File: src/rtl/aas_pkg.sv
`timescale 1ns / 1ps
// ----------------------------------------------------------------------------
// aas_pkg: shared types and constants for adaptive axis smoothing
// Widths, weight constants, register indexes, controller states and the
// request/response bundles of the bit-serial divider and multiplier.
// ----------------------------------------------------------------------------
package aas_pkg;

   // Geometry of the sample stream.
   localparam int AXIS_COUNT  = 3;
   localparam int SAMPLE_BITS = 16;

   // Q1.16 weights, where one is 2^FRAC_BITS and needs one extra bit.
   localparam int FRAC_BITS = 16;
   localparam int WEIGHT_W  = FRAC_BITS + 1;
   localparam int DIST_W    = 16;
   localparam int CFG_W     = (WEIGHT_W > DIST_W) ? WEIGHT_W : DIST_W;
   localparam int CMP_W     = (SAMPLE_BITS > DIST_W) ? SAMPLE_BITS : DIST_W;

   // Serial multiplier operand, partial-sum and product widths.
   localparam int OPA_W    = (SAMPLE_BITS > WEIGHT_W) ? SAMPLE_BITS : WEIGHT_W;
   localparam int MUL_HI_W = OPA_W + 2;
   localparam int PROD_W   = MUL_HI_W + WEIGHT_W;

   // Both serial units retire one bit per cycle over WEIGHT_W steps.
   localparam int CNT_W      = $clog2(WEIGHT_W);
   localparam int AXIS_IDX_W = (AXIS_COUNT > 1) ? $clog2(AXIS_COUNT) : 1;
   localparam int CSR_IDX_W  = 1;

   typedef logic [SAMPLE_BITS-1:0] sample_type;
   typedef logic [WEIGHT_W-1:0]    weight_type;
   typedef logic [DIST_W-1:0]      dist_type;
   typedef logic [OPA_W-1:0]       opa_type;
   typedef logic [PROD_W-1:0]      prod_type;
   typedef logic [CSR_IDX_W-1:0]   csr_idx_type;

   localparam weight_type ONE_Q = {1'b1, {FRAC_BITS{1'b0}}};
   localparam sample_type SIGN_MASK = {1'b1, {(SAMPLE_BITS-1){1'b0}}};

   // Configuration register indexes.
   localparam csr_idx_type CSR_BLEND_FACTOR    = 1'b0;
   localparam csr_idx_type CSR_JITTER_DISTANCE = 1'b1;

   // Controller states, one-hot.
   typedef enum logic [6:0] {
      ST_IDLE  = 7'b0000001,
      ST_DIV   = 7'b0000010,
      ST_SQR   = 7'b0000100,
      ST_CUBE  = 7'b0001000,
      ST_WGT   = 7'b0010000,
      ST_BLEND = 7'b0100000,
      ST_DONE  = 7'b1000000
   } state_type;

   // Divider bundles.
   typedef struct packed {
      logic     start;
      dist_type numer;
      dist_type denom;
   } div_req_type;

   typedef struct packed {
      logic       done;
      weight_type quot;
   } div_rsp_type;

   // Multiplier bundles: the unit forms a0 * b0 + a1 * b1.
   typedef struct packed {
      logic       start;
      opa_type    a0;
      weight_type b0;
      opa_type    a1;
      weight_type b1;
   } mul_req_type;

   typedef struct packed {
      logic     done;
      prod_type prod;
   } mul_rsp_type;

endpackage

File: src/rtl/aas_div.sv
`timescale 1ns / 1ps
// ----------------------------------------------------------------------------
// aas_div: bit-serial restoring divider
// Forms floor(numer * 2^16 / denom) for numer <= denom, one quotient bit per
// cycle, most significant bit first.
// ----------------------------------------------------------------------------
module aas_div (
   input  logic                clock,
   input  logic                reset,
   input  aas_pkg::div_req_type div_req,
   output aas_pkg::div_rsp_type div_rsp
);

   logic                     busy_ff, busy_in;
   logic                     done_ff, done_in;
   logic                     first_ff, first_in;
   logic [aas_pkg::CNT_W-1:0] cnt_ff, cnt_in;
   aas_pkg::dist_type        rem_ff, rem_in;
   aas_pkg::dist_type        denom_ff, denom_in;
   aas_pkg::weight_type      quot_ff, quot_in;

   logic [aas_pkg::DIST_W:0] trial;
   logic [aas_pkg::DIST_W:0] diff;
   logic                     fits;

   // The first step compares the numerator itself; later steps shift in a zero.
   always_comb begin
      trial = first_ff ? {1'b0, rem_ff} : {rem_ff, 1'b0};
      diff  = trial - {1'b0, denom_ff};
      fits  = (trial >= {1'b0, denom_ff});
   end

   // Step sequencing and next values.
   always_comb begin
      busy_in  = busy_ff;
      done_in  = 1'b0;
      first_in = first_ff;
      cnt_in   = cnt_ff;
      rem_in   = rem_ff;
      denom_in = denom_ff;
      quot_in  = quot_ff;
      if (div_req.start) begin
         busy_in  = 1'b1;
         first_in = 1'b1;
         cnt_in   = '0;
         rem_in   = div_req.numer;
         denom_in = div_req.denom;
      end else if (busy_ff) begin
         first_in = 1'b0;
         rem_in   = fits ? diff[aas_pkg::DIST_W-1:0] : trial[aas_pkg::DIST_W-1:0];
         quot_in  = {quot_ff[aas_pkg::WEIGHT_W-2:0], fits};
         cnt_in   = cnt_ff + 1'b1;
         if (cnt_ff == aas_pkg::CNT_W'(aas_pkg::WEIGHT_W - 1)) begin
            busy_in = 1'b0;
            done_in = 1'b1;
         end
      end
   end

   // Control state.
   always_ff @(posedge clock) begin
      if (reset) begin
         busy_ff <= 1'b0;
         done_ff <= 1'b0;
         cnt_ff  <= '0;
      end else begin
         busy_ff <= busy_in;
         done_ff <= done_in;
         cnt_ff  <= cnt_in;
      end
   end

   // Datapath registers.
   always_ff @(posedge clock) begin
      first_ff <= first_in;
      rem_ff   <= rem_in;
      denom_ff <= denom_in;
      quot_ff  <= quot_in;
   end

   assign div_rsp.done = done_ff;
   assign div_rsp.quot = quot_ff;

endmodule

File: src/rtl/aas_mul.sv
`timescale 1ns / 1ps
// ----------------------------------------------------------------------------
// aas_mul: bit-serial dual-product multiplier
// Forms a0 * b0 + a1 * b1 by scanning one bit of each b operand per cycle,
// least significant bit first, and shifting the partial sum right.
// ----------------------------------------------------------------------------
module aas_mul (
   input  logic                clock,
   input  logic                reset,
   input  aas_pkg::mul_req_type mul_req,
   output aas_pkg::mul_rsp_type mul_rsp
);

   logic                          busy_ff, busy_in;
   logic                          done_ff, done_in;
   logic [aas_pkg::CNT_W-1:0]     cnt_ff, cnt_in;
   aas_pkg::opa_type              a0_ff, a0_in;
   aas_pkg::opa_type              a1_ff, a1_in;
   aas_pkg::weight_type           b0_ff, b0_in;
   aas_pkg::weight_type           b1_ff, b1_in;
   logic [aas_pkg::MUL_HI_W-1:0]  hi_ff, hi_in;
   aas_pkg::weight_type           lo_ff, lo_in;

   logic [aas_pkg::MUL_HI_W-1:0] part0;
   logic [aas_pkg::MUL_HI_W-1:0] part1;
   logic [aas_pkg::MUL_HI_W-1:0] total;

   // Add the selected multiplicands to the upper half of the partial sum.
   always_comb begin
      part0 = b0_ff[0] ? aas_pkg::MUL_HI_W'(a0_ff) : '0;
      part1 = b1_ff[0] ? aas_pkg::MUL_HI_W'(a1_ff) : '0;
      total = hi_ff + part0 + part1;
   end

   // Step sequencing and next values.
   always_comb begin
      busy_in = busy_ff;
      done_in = 1'b0;
      cnt_in  = cnt_ff;
      a0_in   = a0_ff;
      a1_in   = a1_ff;
      b0_in   = b0_ff;
      b1_in   = b1_ff;
      hi_in   = hi_ff;
      lo_in   = lo_ff;
      if (mul_req.start) begin
         busy_in = 1'b1;
         cnt_in  = '0;
         a0_in   = mul_req.a0;
         a1_in   = mul_req.a1;
         b0_in   = mul_req.b0;
         b1_in   = mul_req.b1;
         hi_in   = '0;
         lo_in   = '0;
      end else if (busy_ff) begin
         hi_in  = {1'b0, total[aas_pkg::MUL_HI_W-1:1]};
         lo_in  = {total[0], lo_ff[aas_pkg::WEIGHT_W-1:1]};
         b0_in  = {1'b0, b0_ff[aas_pkg::WEIGHT_W-1:1]};
         b1_in  = {1'b0, b1_ff[aas_pkg::WEIGHT_W-1:1]};
         cnt_in = cnt_ff + 1'b1;
         if (cnt_ff == aas_pkg::CNT_W'(aas_pkg::WEIGHT_W - 1)) begin
            busy_in = 1'b0;
            done_in = 1'b1;
         end
      end
   end

   // Control state.
   always_ff @(posedge clock) begin
      if (reset) begin
         busy_ff <= 1'b0;
         done_ff <= 1'b0;
         cnt_ff  <= '0;
      end else begin
         busy_ff <= busy_in;
         done_ff <= done_in;
         cnt_ff  <= cnt_in;
      end
   end

   // Datapath registers.
   always_ff @(posedge clock) begin
      a0_ff <= a0_in;
      a1_ff <= a1_in;
      b0_ff <= b0_in;
      b1_ff <= b1_in;
      hi_ff <= hi_in;
      lo_ff <= lo_in;
   end

   assign mul_rsp.done = done_ff;
   assign mul_rsp.prod = {hi_ff, lo_ff};

endmodule

File: src/rtl/adaptive_axis_smoothing_top.sv
`timescale 1ns / 1ps
// ----------------------------------------------------------------------------
// adaptive_axis_smoothing_top: adaptive exponential smoothing of three axes
// One request is processed at a time; a new one is taken only in the idle
// state, once the bit-serial divider and multiplier have done every axis.
// The output register lets the next request in while a result waits.
// Synchronous reset clears the held values, both registers and all valids.
// ----------------------------------------------------------------------------
module adaptive_axis_smoothing_top (
   input  logic                                   clock,
   input  logic                                   reset,
   input  logic                                   req_valid,
   output logic                                   req_ready,
   input  logic signed [aas_pkg::SAMPLE_BITS-1:0] req_sample_x,
   input  logic signed [aas_pkg::SAMPLE_BITS-1:0] req_sample_y,
   input  logic signed [aas_pkg::SAMPLE_BITS-1:0] req_sample_z,
   output logic                                   rsp_valid,
   input  logic                                   rsp_ready,
   output logic signed [aas_pkg::SAMPLE_BITS-1:0] rsp_filtered_x,
   output logic signed [aas_pkg::SAMPLE_BITS-1:0] rsp_filtered_y,
   output logic signed [aas_pkg::SAMPLE_BITS-1:0] rsp_filtered_z,
   input  logic                                   csr_write_en,
   input  logic [aas_pkg::CSR_IDX_W-1:0]          csr_index,
   input  logic [aas_pkg::CFG_W-1:0]              csr_data
);

   aas_pkg::state_type              state_ff, state_in;
   logic [aas_pkg::AXIS_IDX_W-1:0] axis_ff, axis_in;
   logic                           start_ff, start_in;
   aas_pkg::weight_type            x_ff, x_in;
   aas_pkg::weight_type            pow_ff, pow_in;
   aas_pkg::weight_type            k_ff, k_in;
   aas_pkg::weight_type            blend_factor_ff, blend_factor_in;
   aas_pkg::dist_type              jitter_distance_ff, jitter_distance_in;
   aas_pkg::sample_type            held_ff [aas_pkg::AXIS_COUNT];
   aas_pkg::sample_type            held_in [aas_pkg::AXIS_COUNT];
   aas_pkg::sample_type            sample_ff [aas_pkg::AXIS_COUNT];
   aas_pkg::sample_type            sample_in [aas_pkg::AXIS_COUNT];
   aas_pkg::sample_type            rsp_data_ff [aas_pkg::AXIS_COUNT];
   aas_pkg::sample_type            rsp_data_in [aas_pkg::AXIS_COUNT];
   logic                           rsp_valid_ff, rsp_valid_in;

   aas_pkg::div_req_type div_req;
   aas_pkg::div_rsp_type div_rsp;
   aas_pkg::mul_req_type mul_req;
   aas_pkg::mul_rsp_type mul_rsp;

   aas_pkg::sample_type          held_b;
   aas_pkg::sample_type          samp_b;
   aas_pkg::sample_type          diff;
   logic [aas_pkg::CMP_W-1:0]    diff_ext;
   logic [aas_pkg::CMP_W-1:0]    dist_ext;
   logic                         adapt;
   aas_pkg::weight_type          factor;
   logic                         req_accept;

   assign req_accept = req_valid && req_ready;

   // Current axis in offset binary, its distance and the effective factor.
   always_comb begin
      held_b   = held_ff[axis_ff] ^ aas_pkg::SIGN_MASK;
      samp_b   = sample_ff[axis_ff] ^ aas_pkg::SIGN_MASK;
      diff     = (held_b >= samp_b) ? (held_b - samp_b) : (samp_b - held_b);
      diff_ext = aas_pkg::CMP_W'(diff);
      dist_ext = aas_pkg::CMP_W'(jitter_distance_ff);
      adapt    = (jitter_distance_ff != '0) && (diff_ext < dist_ext);
      factor   = (blend_factor_ff > aas_pkg::ONE_Q) ? '0 : blend_factor_ff;
   end

   // Divider operands: (distance - difference) over distance.
   always_comb begin
      div_req.start = start_ff && (state_ff == aas_pkg::ST_DIV);
      div_req.numer = adapt ? aas_pkg::DIST_W'(dist_ext - diff_ext) : '0;
      div_req.denom = jitter_distance_ff;
   end

   // Multiplier operands for each step of the weight and the blend.
   always_comb begin
      mul_req.start = start_ff && (state_ff != aas_pkg::ST_DIV);
      mul_req.a0    = '0;
      mul_req.b0    = '0;
      mul_req.a1    = '0;
      mul_req.b1    = '0;
      case (state_ff)
         aas_pkg::ST_SQR: begin
            mul_req.a0 = aas_pkg::OPA_W'(x_ff);
            mul_req.b0 = x_ff;
         end
         aas_pkg::ST_CUBE: begin
            mul_req.a0 = aas_pkg::OPA_W'(pow_ff);
            mul_req.b0 = x_ff;
         end
         aas_pkg::ST_WGT: begin
            mul_req.a0 = aas_pkg::OPA_W'(pow_ff);
            mul_req.b0 = aas_pkg::ONE_Q - factor;
         end
         aas_pkg::ST_BLEND: begin
            mul_req.a0 = aas_pkg::OPA_W'(held_b);
            mul_req.b0 = k_ff;
            mul_req.a1 = aas_pkg::OPA_W'(samp_b);
            mul_req.b1 = aas_pkg::ONE_Q - k_ff;
         end
         default: begin
         end
      endcase
   end

   aas_div u_div (
      .clock   (clock),
      .reset   (reset),
      .div_req (div_req),
      .div_rsp (div_rsp)
   );

   aas_mul u_mul (
      .clock   (clock),
      .reset   (reset),
      .mul_req (mul_req),
      .mul_rsp (mul_rsp)
   );

   // Configuration writes.
   always_comb begin
      blend_factor_in    = blend_factor_ff;
      jitter_distance_in = jitter_distance_ff;
      if (csr_write_en) begin
         case (csr_index)
            aas_pkg::CSR_BLEND_FACTOR:    blend_factor_in = csr_data[aas_pkg::WEIGHT_W-1:0];
            aas_pkg::CSR_JITTER_DISTANCE: jitter_distance_in = csr_data[aas_pkg::DIST_W-1:0];
            default: begin
            end
         endcase
      end
   end

   // Request capture.
   always_comb begin
      sample_in = sample_ff;
      if (req_accept) begin
         sample_in[0] = req_sample_x;
         sample_in[1] = req_sample_y;
         sample_in[2] = req_sample_z;
      end
   end

   // Sequencer: per axis, divide, square, cube, weight, then blend.
   always_comb begin
      state_in     = state_ff;
      axis_in      = axis_ff;
      start_in     = 1'b0;
      x_in         = x_ff;
      pow_in       = pow_ff;
      k_in         = k_ff;
      held_in      = held_ff;
      rsp_data_in  = rsp_data_ff;
      rsp_valid_in = rsp_valid_ff && !rsp_ready;
      case (state_ff)
         aas_pkg::ST_IDLE: begin
            if (req_valid) begin
               state_in = aas_pkg::ST_DIV;
               axis_in  = '0;
               start_in = 1'b1;
            end
         end
         aas_pkg::ST_DIV: begin
            if (div_rsp.done) begin
               x_in     = adapt ? div_rsp.quot : '0;
               state_in = aas_pkg::ST_SQR;
               start_in = 1'b1;
            end
         end
         aas_pkg::ST_SQR: begin
            if (mul_rsp.done) begin
               pow_in   = mul_rsp.prod[aas_pkg::FRAC_BITS +: aas_pkg::WEIGHT_W];
               state_in = aas_pkg::ST_CUBE;
               start_in = 1'b1;
            end
         end
         aas_pkg::ST_CUBE: begin
            if (mul_rsp.done) begin
               pow_in   = mul_rsp.prod[aas_pkg::FRAC_BITS +: aas_pkg::WEIGHT_W];
               state_in = aas_pkg::ST_WGT;
               start_in = 1'b1;
            end
         end
         aas_pkg::ST_WGT: begin
            if (mul_rsp.done) begin
               k_in     = factor + mul_rsp.prod[aas_pkg::FRAC_BITS +: aas_pkg::WEIGHT_W];
               state_in = aas_pkg::ST_BLEND;
               start_in = 1'b1;
            end
         end
         aas_pkg::ST_BLEND: begin
            if (mul_rsp.done) begin
               held_in[axis_ff] = mul_rsp.prod[aas_pkg::FRAC_BITS +: aas_pkg::SAMPLE_BITS]
                                  ^ aas_pkg::SIGN_MASK;
               if (axis_ff == aas_pkg::AXIS_IDX_W'(aas_pkg::AXIS_COUNT - 1)) begin
                  state_in = aas_pkg::ST_DONE;
               end else begin
                  axis_in  = axis_ff + 1'b1;
                  state_in = aas_pkg::ST_DIV;
                  start_in = 1'b1;
               end
            end
         end
         aas_pkg::ST_DONE: begin
            // Load the output register once the previous result has gone.
            if (!rsp_valid_ff || rsp_ready) begin
               rsp_data_in  = held_ff;
               rsp_valid_in = 1'b1;
               state_in     = aas_pkg::ST_IDLE;
            end
         end
         default: begin
            state_in = aas_pkg::ST_IDLE;
         end
      endcase
   end

   // Control state, configuration and held values.
   always_ff @(posedge clock) begin
      if (reset) begin
         state_ff           <= aas_pkg::ST_IDLE;
         axis_ff            <= '0;
         start_ff           <= 1'b0;
         rsp_valid_ff       <= 1'b0;
         blend_factor_ff    <= '0;
         jitter_distance_ff <= '0;
         for (int i = 0; i < aas_pkg::AXIS_COUNT; i++) begin
            held_ff[i] <= '0;
         end
      end else begin
         state_ff           <= state_in;
         axis_ff            <= axis_in;
         start_ff           <= start_in;
         rsp_valid_ff       <= rsp_valid_in;
         blend_factor_ff    <= blend_factor_in;
         jitter_distance_ff <= jitter_distance_in;
         held_ff            <= held_in;
      end
   end

   // Datapath registers.
   always_ff @(posedge clock) begin
      x_ff        <= x_in;
      pow_ff      <= pow_in;
      k_ff        <= k_in;
      sample_ff   <= sample_in;
      rsp_data_ff <= rsp_data_in;
   end

   assign req_ready      = (state_ff == aas_pkg::ST_IDLE);
   assign rsp_valid      = rsp_valid_ff;
   assign rsp_filtered_x = rsp_data_ff[0];
   assign rsp_filtered_y = rsp_data_ff[1];
   assign rsp_filtered_z = rsp_data_ff[2];

endmodule

File: config.mk
export PLATFORM = sky130hd
export DESIGN_NAME = adaptive_axis_smoothing_top
export DESIGN_NICKNAME = d
export VERILOG_FILES = /design/src/rtl/aas_pkg.sv /design/src/rtl/aas_div.sv /design/src/rtl/aas_mul.sv /design/src/rtl/adaptive_axis_smoothing_top.sv
export SDC_FILE = /design/constraint.sdc
export NUM_CORES = 1
export LEC_CHECK = 0
export BUFFER_PORTS_ARGS = -buffer_cell sky130_fd_sc_hd__buf_2
export CORE_ASPECT_RATIO = 1.1
export CORE_MARGIN = 2
export CORE_UTILIZATION = 45
export CTS_BUF_LIST = sky130_fd_sc_hd__clkbuf_16
export DETAILED_ROUTE_END_ITERATION = 12
export PLACE_DENSITY = 0.62
export SYNTH_ARGS = -nofsm -noshare
export SYNTH_HDL_FRONTEND = slang
export SYNTH_SLANG_ARGS = --single-unit
File: constraint.sdc
create_clock -name clock -period 5.6 [get_ports clock]
set_clock_uncertainty 0.05 [all_clocks]
set_input_delay 0.84 -clock clock [delete_from_list [all_inputs] [get_ports clock]]
set_output_delay 0.84 -clock clock [all_outputs]
set_load 0.02 [all_outputs]
==> results by group, run 1 <==
Clock tree
  – # hold bufs at CTS: 0
  – Max clock buf depth: 3
  – Worst skew pair latency: 0.59 ns
  – TritonCTS clock tree: yes
  – CTS Sinks: 389
  – H-tree lvl count: 2
  – Root Buffer: clkbuf_16
  – Clock transition at path regs: 0.06 ns
  – Num CTS Buffers: 41

Setup path
  – Max incr delay on CP: 0.44 ns
  – CP bufs+invs: 2
  – Reg2reg path depth: 23
  – Max FO, Critical Path: 16
  – Worst path depth: 23
  – Crit Path Class: reg2reg
  – Largest delay share family, worst path: compound AO/OA/AOI/OAI gates
  – Critical path endpoint category: flip-flop
  – Critical Path RT: 5.85 ns
  – Worst endpoint data arrival time: 5.57 ns
  – Cell Chain, Critical Path: buf_12 > mux2i_1 > nor2_1 > a21oi_1 > buf_4 > ha_1 > nor2b_1 > o211ai_1 > a21boi_0 > o41ai_1 > mux2i_1 > a21oi_1 > o21ai_0 > xnor2_1 > ha_1 > a21o_1 > a21o_1 > or3_1 > o21ba_2 > a31oi_1 > o21ai_0 > xnor2_1 > o22ai_1
  – CP max-delay cell: dfxtp_4
  – Startpoint class of the critical path: flip-flop

Global routing
  – Layer carrying the most global-route usage: met2
  – Initial antenna violation count: 0
  – Met2 Usage GRT: 0.4008
  – Met1 Use GR: 0.3230
  – GRT Util Overall: 0.2472
  – Vias in the first global route: 15470
  – Met3 global-route usage: 0.04108
  – Largest net degree at the start of global routing: 61
  – First-pass GRT wire length: 90270 um
  – Total congestion overflow: 0

Routing
  – DRT antenna net count: 0
  – Routed len/inst: 21.28 um
  – Vias per cell: 5.679
  – Routed via count: 15880
  – Router iterations before antenna repair: 7
  – Residual DRC: 0
  – DRT Wirelength: 59490 um
  – DRT iter0 DRCs: 1254

Die
  – Die area: 47590 um^2
  – Core Rows: 82
  – Core box area: 45450 um^2
  – Number of top-level pins: 121
  – Initial Util: 0.4540
  – Chip height: 228.6 um
  – Die W: 208.2 um

Finish
  – Final Instance Area: 23740 um^2
  – # nets final: 2377
  – Final core occ: 0.5223
  – Layout cells sized above 1: 0.1481
  – Commonest non-fill, non-tap cell in the layout: edfxtp_1
  – Fin cells: 2796
  – Synth-to-layout area growth: 15.04%
  – Antenna diodes: 0
  – Most frequent cells in the layout: edfxtp_1, nand2_1, nor2_1, a21oi_1, inv_1

Placed design
  – Final GP Congestion: 0.9452
  – Port Buffers: 120
  – Post-DP Area: 22270 um^2
  – Post-DP HPWL: 44150 um
  – DP Cell Count: 2718

Flow run
  – Max-cap check violation count: 0

Synthesis
  – Netlist Area Pre-Place: 20630 um^2
  – YS warnings: 0
  – Post-synth EDFFs: 263
  – Seq/Total Area, Yosys: 0.5050
  – Cells after synthesis: 2023
  – Async SR Flop Fraction: 0
  – Synth unique cells: 71
  – Post-synthesis register bit count: 389
  – Syn_area_per_cell: 10.20 um^2
  – Syn Nets: 2222
  – Post-synth top flop: edfxtp_1

STA
  – Fin Hold WS: 0.3912 ns
  – Max Freq: 188.0 MHz
  – Post-layout minimum cycle time: 5.318 ns
  – Final Hold Viols: 0
  – Worst-Margin Slew: 1.107 ns
  – Final period utilization: 0.9496
  – Rel. slew slack: 0.2605
  – Count of pins over their slew limit: 0
  – Final Setup Violations: 0

Pwr
  – Leak Pwr: 0.009392 uW
  – Peak VDD IR: 0.2814 mV
  – Pwr/cell area: 348.6 nW/um^2

Outcome
  – Status: finished, final reports clean

Min path
  – Worst Hold Class: reg2reg
  – Hold path depth: 0
## logic make-up (layout without fill, tap and decap cells)
| group | count (synthesis) | count (layout) | synth area share |
|---|---|---|---|
| simple gates | 676 | 676 | 0.1509 |
| compound gates | 439 | 439 | 0.1375 |
| buf+inv | 214 | 399 | 0.03953 |
| xor+xnor | 92 | 92 | 0.03905 |
| fa+ha+maj | 128 | 128 | 0.08562 |
| flops | 389 | 389 | 0.5050 |
| mux | 85 | 85 | 0.04244 |
## timing repair
action	in CTS	in global routing
buffers inserted	0	4
endpoints found under the setup margin	0	33
resized for setup	0	22
## worst reg2reg max path: cells and delay by family (launching register included)
kind                     cells  cell delay (ns)
flip-flops                   1             0.44
adder cells (fa/ha/maj)      2             0.55
AO/OA/AOI/OAI               12             2.40
AND/OR/NAND/NOR              3             0.51
multiplexers                 2             0.41
buffers and inverters        2             0.40
XOR/XNOR                     2             0.31
## per-layer routing
layer / vias to the layer above / wire (um) / share of wire
met1: 7645 / 25120 / 0.42
li1: 7541 / - / -
met2: 557 / 27510 / 0.46
met3: 135 / 3990 / 0.067
met5: - / 0 / 0
met4: 0 / 2877 / 0.048
## final cells by class
| class | instances | area [um^2] |
|---|---|---|
| Multi-Input combinational cell | 1420 | 9505 |
| Timing Repair Buffer | 204 | 1284 |
| Clock buffer | 42 | 1051 |
| Sequential cell | 389 | 10420 |
| Inverter | 122 | 457.9 |
| Fill cell | 4119 | 21710 |
| Tap cell | 588 | 735.7 |
| Clock inverter | 31 | 281.5 |
## Yosys cell counts, types with 6 or more instances
cell	n	area, um^2
nor2_1	172	645.6
or3_1	17	106.4
nand3_1	25	125.1
mux2i_1	65	650.6
or2_2	7	43.79
nor2b_1	26	162.7
xnor2_1	70	613.1
a21o_1	25	187.7
a31oi_1	9	56.30
and2_1	44	275.3
a211oi_1	12	90.09
dfxtp_1	126	2522
nand3b_1	8	60.06
fa_1	22	440.4
ha_1	106	1326
a22oi_1	6	45.04
mux2_2	20	225.2
nor3_1	43	215.2
o21ai_0	61	305.3
and3_1	12	75.07
nand2_1	261	979.7
nand4_1	10	62.56
a22o_1	13	113.9
o21a_1	16	120.1
o22ai_1	12	75.07
edfxtp_1	263	7898
a222oi_1	15	150.1
o211ai_1	8	60.06
nor4_1	12	75.07
buf_2	10	50.05
o31ai_1	12	90.09
clkbuf_1	77	289.0
xor2_1	22	192.7
a221o_1	16	160.2
nand2b_1	21	131.4
inv_1	122	457.9
a21oi_1	178	890.9
o31a_1	6	52.55
## per-stage QoR
stage               power [uW]  setup slack, ns  TNS [ns]
floorplan                 5007          0.02735         0
global placement          5575           0.2349         0
detailed placement        5610          0.06003         0
CTS                       8313          0.05229         0
global route              8696         -0.02046  -0.03095
finish                    8275           0.2821         0
## flip-flops by register name, indices dropped and copies added (netlist names), 7 cells and up
signal	count
u_div.denom_ff	16
u_mul.a1_ff	16
u_mul.b1_ff	17
u_mul.hi_ff	18
dist_ext	16
k_ff	17
u_div.rem_ff	16
u_div.quot_ff	17
rsp_filtered_y	16
u_mul.a0_ff	17
u_mul.b0_ff	17
x_ff	17
held_ff	48
state_ff	7
pow_ff	17
rsp_filtered_z	16
blend_factor_ff	17
sample_ff	48
rsp_filtered_x	16
## power by group
part | internal, uW | switching [uW] | total (uW)
sequential | 3310 | 263 | 3580
combinational | 884 | 1130 | 2010
clock | 1520 | 1170 | 2690
total | 5720 | 2560 | 8280
## path summary, 6_finish.rpt
| check | from | to | slack, ns |
|---|---|---|---|
| worst max-delay path | axis_ff[1] | u_div.rem_ff[15] | 0.28 |
| worst min-delay path | u_div.quot_ff[10] | u_div.quot_ff[11] | 0.39 |
| worst max register to register | axis_ff[1] | u_div.rem_ff[15] | 0.28 |
| worst min register to register | u_div.quot_ff[10] | u_div.quot_ff[11] | 0.39 |
Note: power is estimated with default switching activity, not from simulation.
==> inputs of run 2 (changes only) <==
--- a/config.mk
+++ b/config.mk
@@ -11,6 +11,7 @@
 export CORE_UTILIZATION = 45
 export CTS_BUF_LIST = sky130_fd_sc_hd__clkbuf_16
 export DETAILED_ROUTE_END_ITERATION = 12
+export MAX_ROUTING_LAYER = met4
 export PLACE_DENSITY = 0.62
 export SYNTH_ARGS = -nofsm -noshare
 export SYNTH_HDL_FRONTEND = slang
==> results by group, run 2 (synthesized netlist as in run 1, its figures left out) <==
Finish
  – Antenna diodes: 0
  – Synth-to-layout area growth: 15.07%
  – Fillers: 4125
  – Biggest regs: held_ff (48), sample_ff (48), u_mul.hi_ff (18)
  – Most frequent cells in the layout: edfxtp_1, nand2_1, nor2_1, a21oi_1, inv_1
  – Layout cells sized above 1: 0.1452
  – Final Instance Area: 23750 um^2
  – Commonest non-fill, non-tap cell in the layout: edfxtp_1
  – # nets final: 2376

Min path
  – Worst Hold Class: reg2reg

Clock tree
  – Num CTS Buffers: 41
  – Root Buffer: clkbuf_16
  – H-tree lvl count: 2
  – TritonCTS clock tree: yes
  – # hold bufs at CTS: 0
  – Clock transition at path regs: 0.06 ns
  – Max clock buf depth: 3
  – CTS Sinks: 389
  – Worst skew pair latency: 0.59 ns

Placed design
  – Port Buffers: 120
  – Post-DP Area: 22240 um^2
  – Final GP Congestion: 0.9475
  – Post-DP HPWL: 43960 um

Die
  – Initial Util: 0.4540
  – Chip height: 228.6 um
  – Die area: 47590 um^2
  – Core Rows: 82
  – Die W: 208.2 um
  – Number of top-level pins: 121
  – Core box area: 45450 um^2

Outcome
  – Status: finished, final reports clean

Routing
  – Routed len/inst: 21.16 um
  – DRT Wirelength: 59220 um
  – DRT iter0 DRCs: 1158
  – Residual DRC: 0
  – DRT antenna net count: 0
  – Vias per cell: 5.695
  – Router iterations before antenna repair: 6
  – Routed via count: 15930

Setup path
  – Startpoint class of the critical path: flip-flop
  – R2r setup slk: 0.24 ns
  – Crit Path Class: reg2reg
  – Max FO, Critical Path: 23
  – CP dominant cell by count: a21oi_1
  – CP max-delay cell: dfxtp_4
  – Critical Path RT: 5.85 ns
  – Worst endpoint data arrival time: 5.61 ns
  – Max incr delay on CP: 0.47 ns
  – Critical path endpoint category: flip-flop

Global routing
  – Initial antenna violation count: 0
  – First-pass GRT wire length: 89280 um
  – Total congestion overflow: 0
  – Largest net degree at the start of global routing: 64
  – Vias in the first global route: 15480
  – GRT Util Overall: 0.2519

Pwr
  – Clock share of power: 0.321
  – Internal power: 5685 uW
  – Peak VDD IR: 0.2457 mV
  – Leak Pwr: 0.009405 uW
  – Comb power frac: 0.242
  – Switching share of power: 0.3096
  – Pwr/cell area: 346.8 nW/um^2
  – Sw Pwr: 2550 uW
  – Total power: 8235 uW
  – Sequential share of power: 0.438

STA
  – Count of pins over their slew limit: 0
  – Final period utilization: 0.9568
  – Worst-Margin Slew: 1.294 ns
  – Final Setup Violations: 0
  – Final Hold Viols: 0
  – Max Freq: 186.6 MHz
  – Rel. slew slack: 0.1324
  – Setup TNS: 0 ns
  – Post-layout minimum cycle time: 5.358 ns
  – Fin Hold WS: 0.3799 ns

Flow run
  – Max-cap check violation count: 0
-- run 2: area by class of cell --
| type | count | area (um^2) | area share |
|---|---|---|---|
| well taps | 588 | 735.7 | 0.03098 |
| repair buffers | 203 | 1294 | 0.05448 |
| flip-flops and latches | 389 | 10420 | 0.4390 |
| clock inverters | 35 | 279.0 | 0.01175 |
| multi-input cells | 1420 | 9529 | 0.4013 |
| inverters | 122 | 457.9 | 0.01929 |
| clock buffers | 41 | 1026 | 0.04321 |
-- run 2: repair_timing --
| action | in CTS | in global routing |
|---|---|---|
| endpoints found under the setup margin | 0 | 33 |
| gates resized for setup | 0 | 28 |
| buffers inserted | 0 | 6 |
-- run 2: power groups by stage --
stage	clock network, uW	logic, uW	registers, uW
after CTS	2700	1960	3600
after global placement	0	1920	3650
after detailed placement	0	1950	3660
after global routing	2800	2220	3620
final	2640	1990	3600
after floorplan	0	1530	3470
-- run 2: per-stage QoR --
step | std cells | worst slack, ns | utilization
final | 2798 | 0.2420 | 0.5224
after global routing | 2798 | -0.05064 | 0.5224
after CTS | 2790 | 0.03746 | 0.5180
after detailed placement | 2714 | 0.07383 | 0.4893
after global placement | 2714 | 0.1443 | 0.4893
after floorplan | 2023 | 0.02735 | -
-- run 2: final timing paths --
kind / cells past startpoint / end / startpoint
hold / removal: 0 / u_div.quot_ff[15] / u_div.quot_ff[14]
hold reg to reg: 0 / u_div.quot_ff[15] / u_div.quot_ff[14]
setup / recovery: 25 / u_div.rem_ff[11] / axis_ff[1]
setup reg to reg: 25 / u_div.rem_ff[11] / axis_ff[1]
-- run 2: worst max-delay path: cells and delay by family (launching register included) --
kind                       cells  cell delay, ns
AOI/OAI and AO/OA             11            1.84
adders and majority gates      2            0.66
muxes                          2            0.57
and+or+nand+nor                4            0.55
DFF                            1            0.47
xor gates and xnor gates       1            0.15
buffers and inverters          5            0.79
-- run 2: per-layer routing --
metal | vias up | wire length (um) | global-route usage | share of wire
met3 | 117 | 3924 | 0.03490 | 0.066
met1 | 7700 | 25160 | 0.3196 | 0.42
met5 | - | 0 | - | 0
met2 | 572 | 27600 | 0.4033 | 0.47
met4 | 0 | 2538 | 0.1120 | 0.043
li1 | 7545 | - | - | -
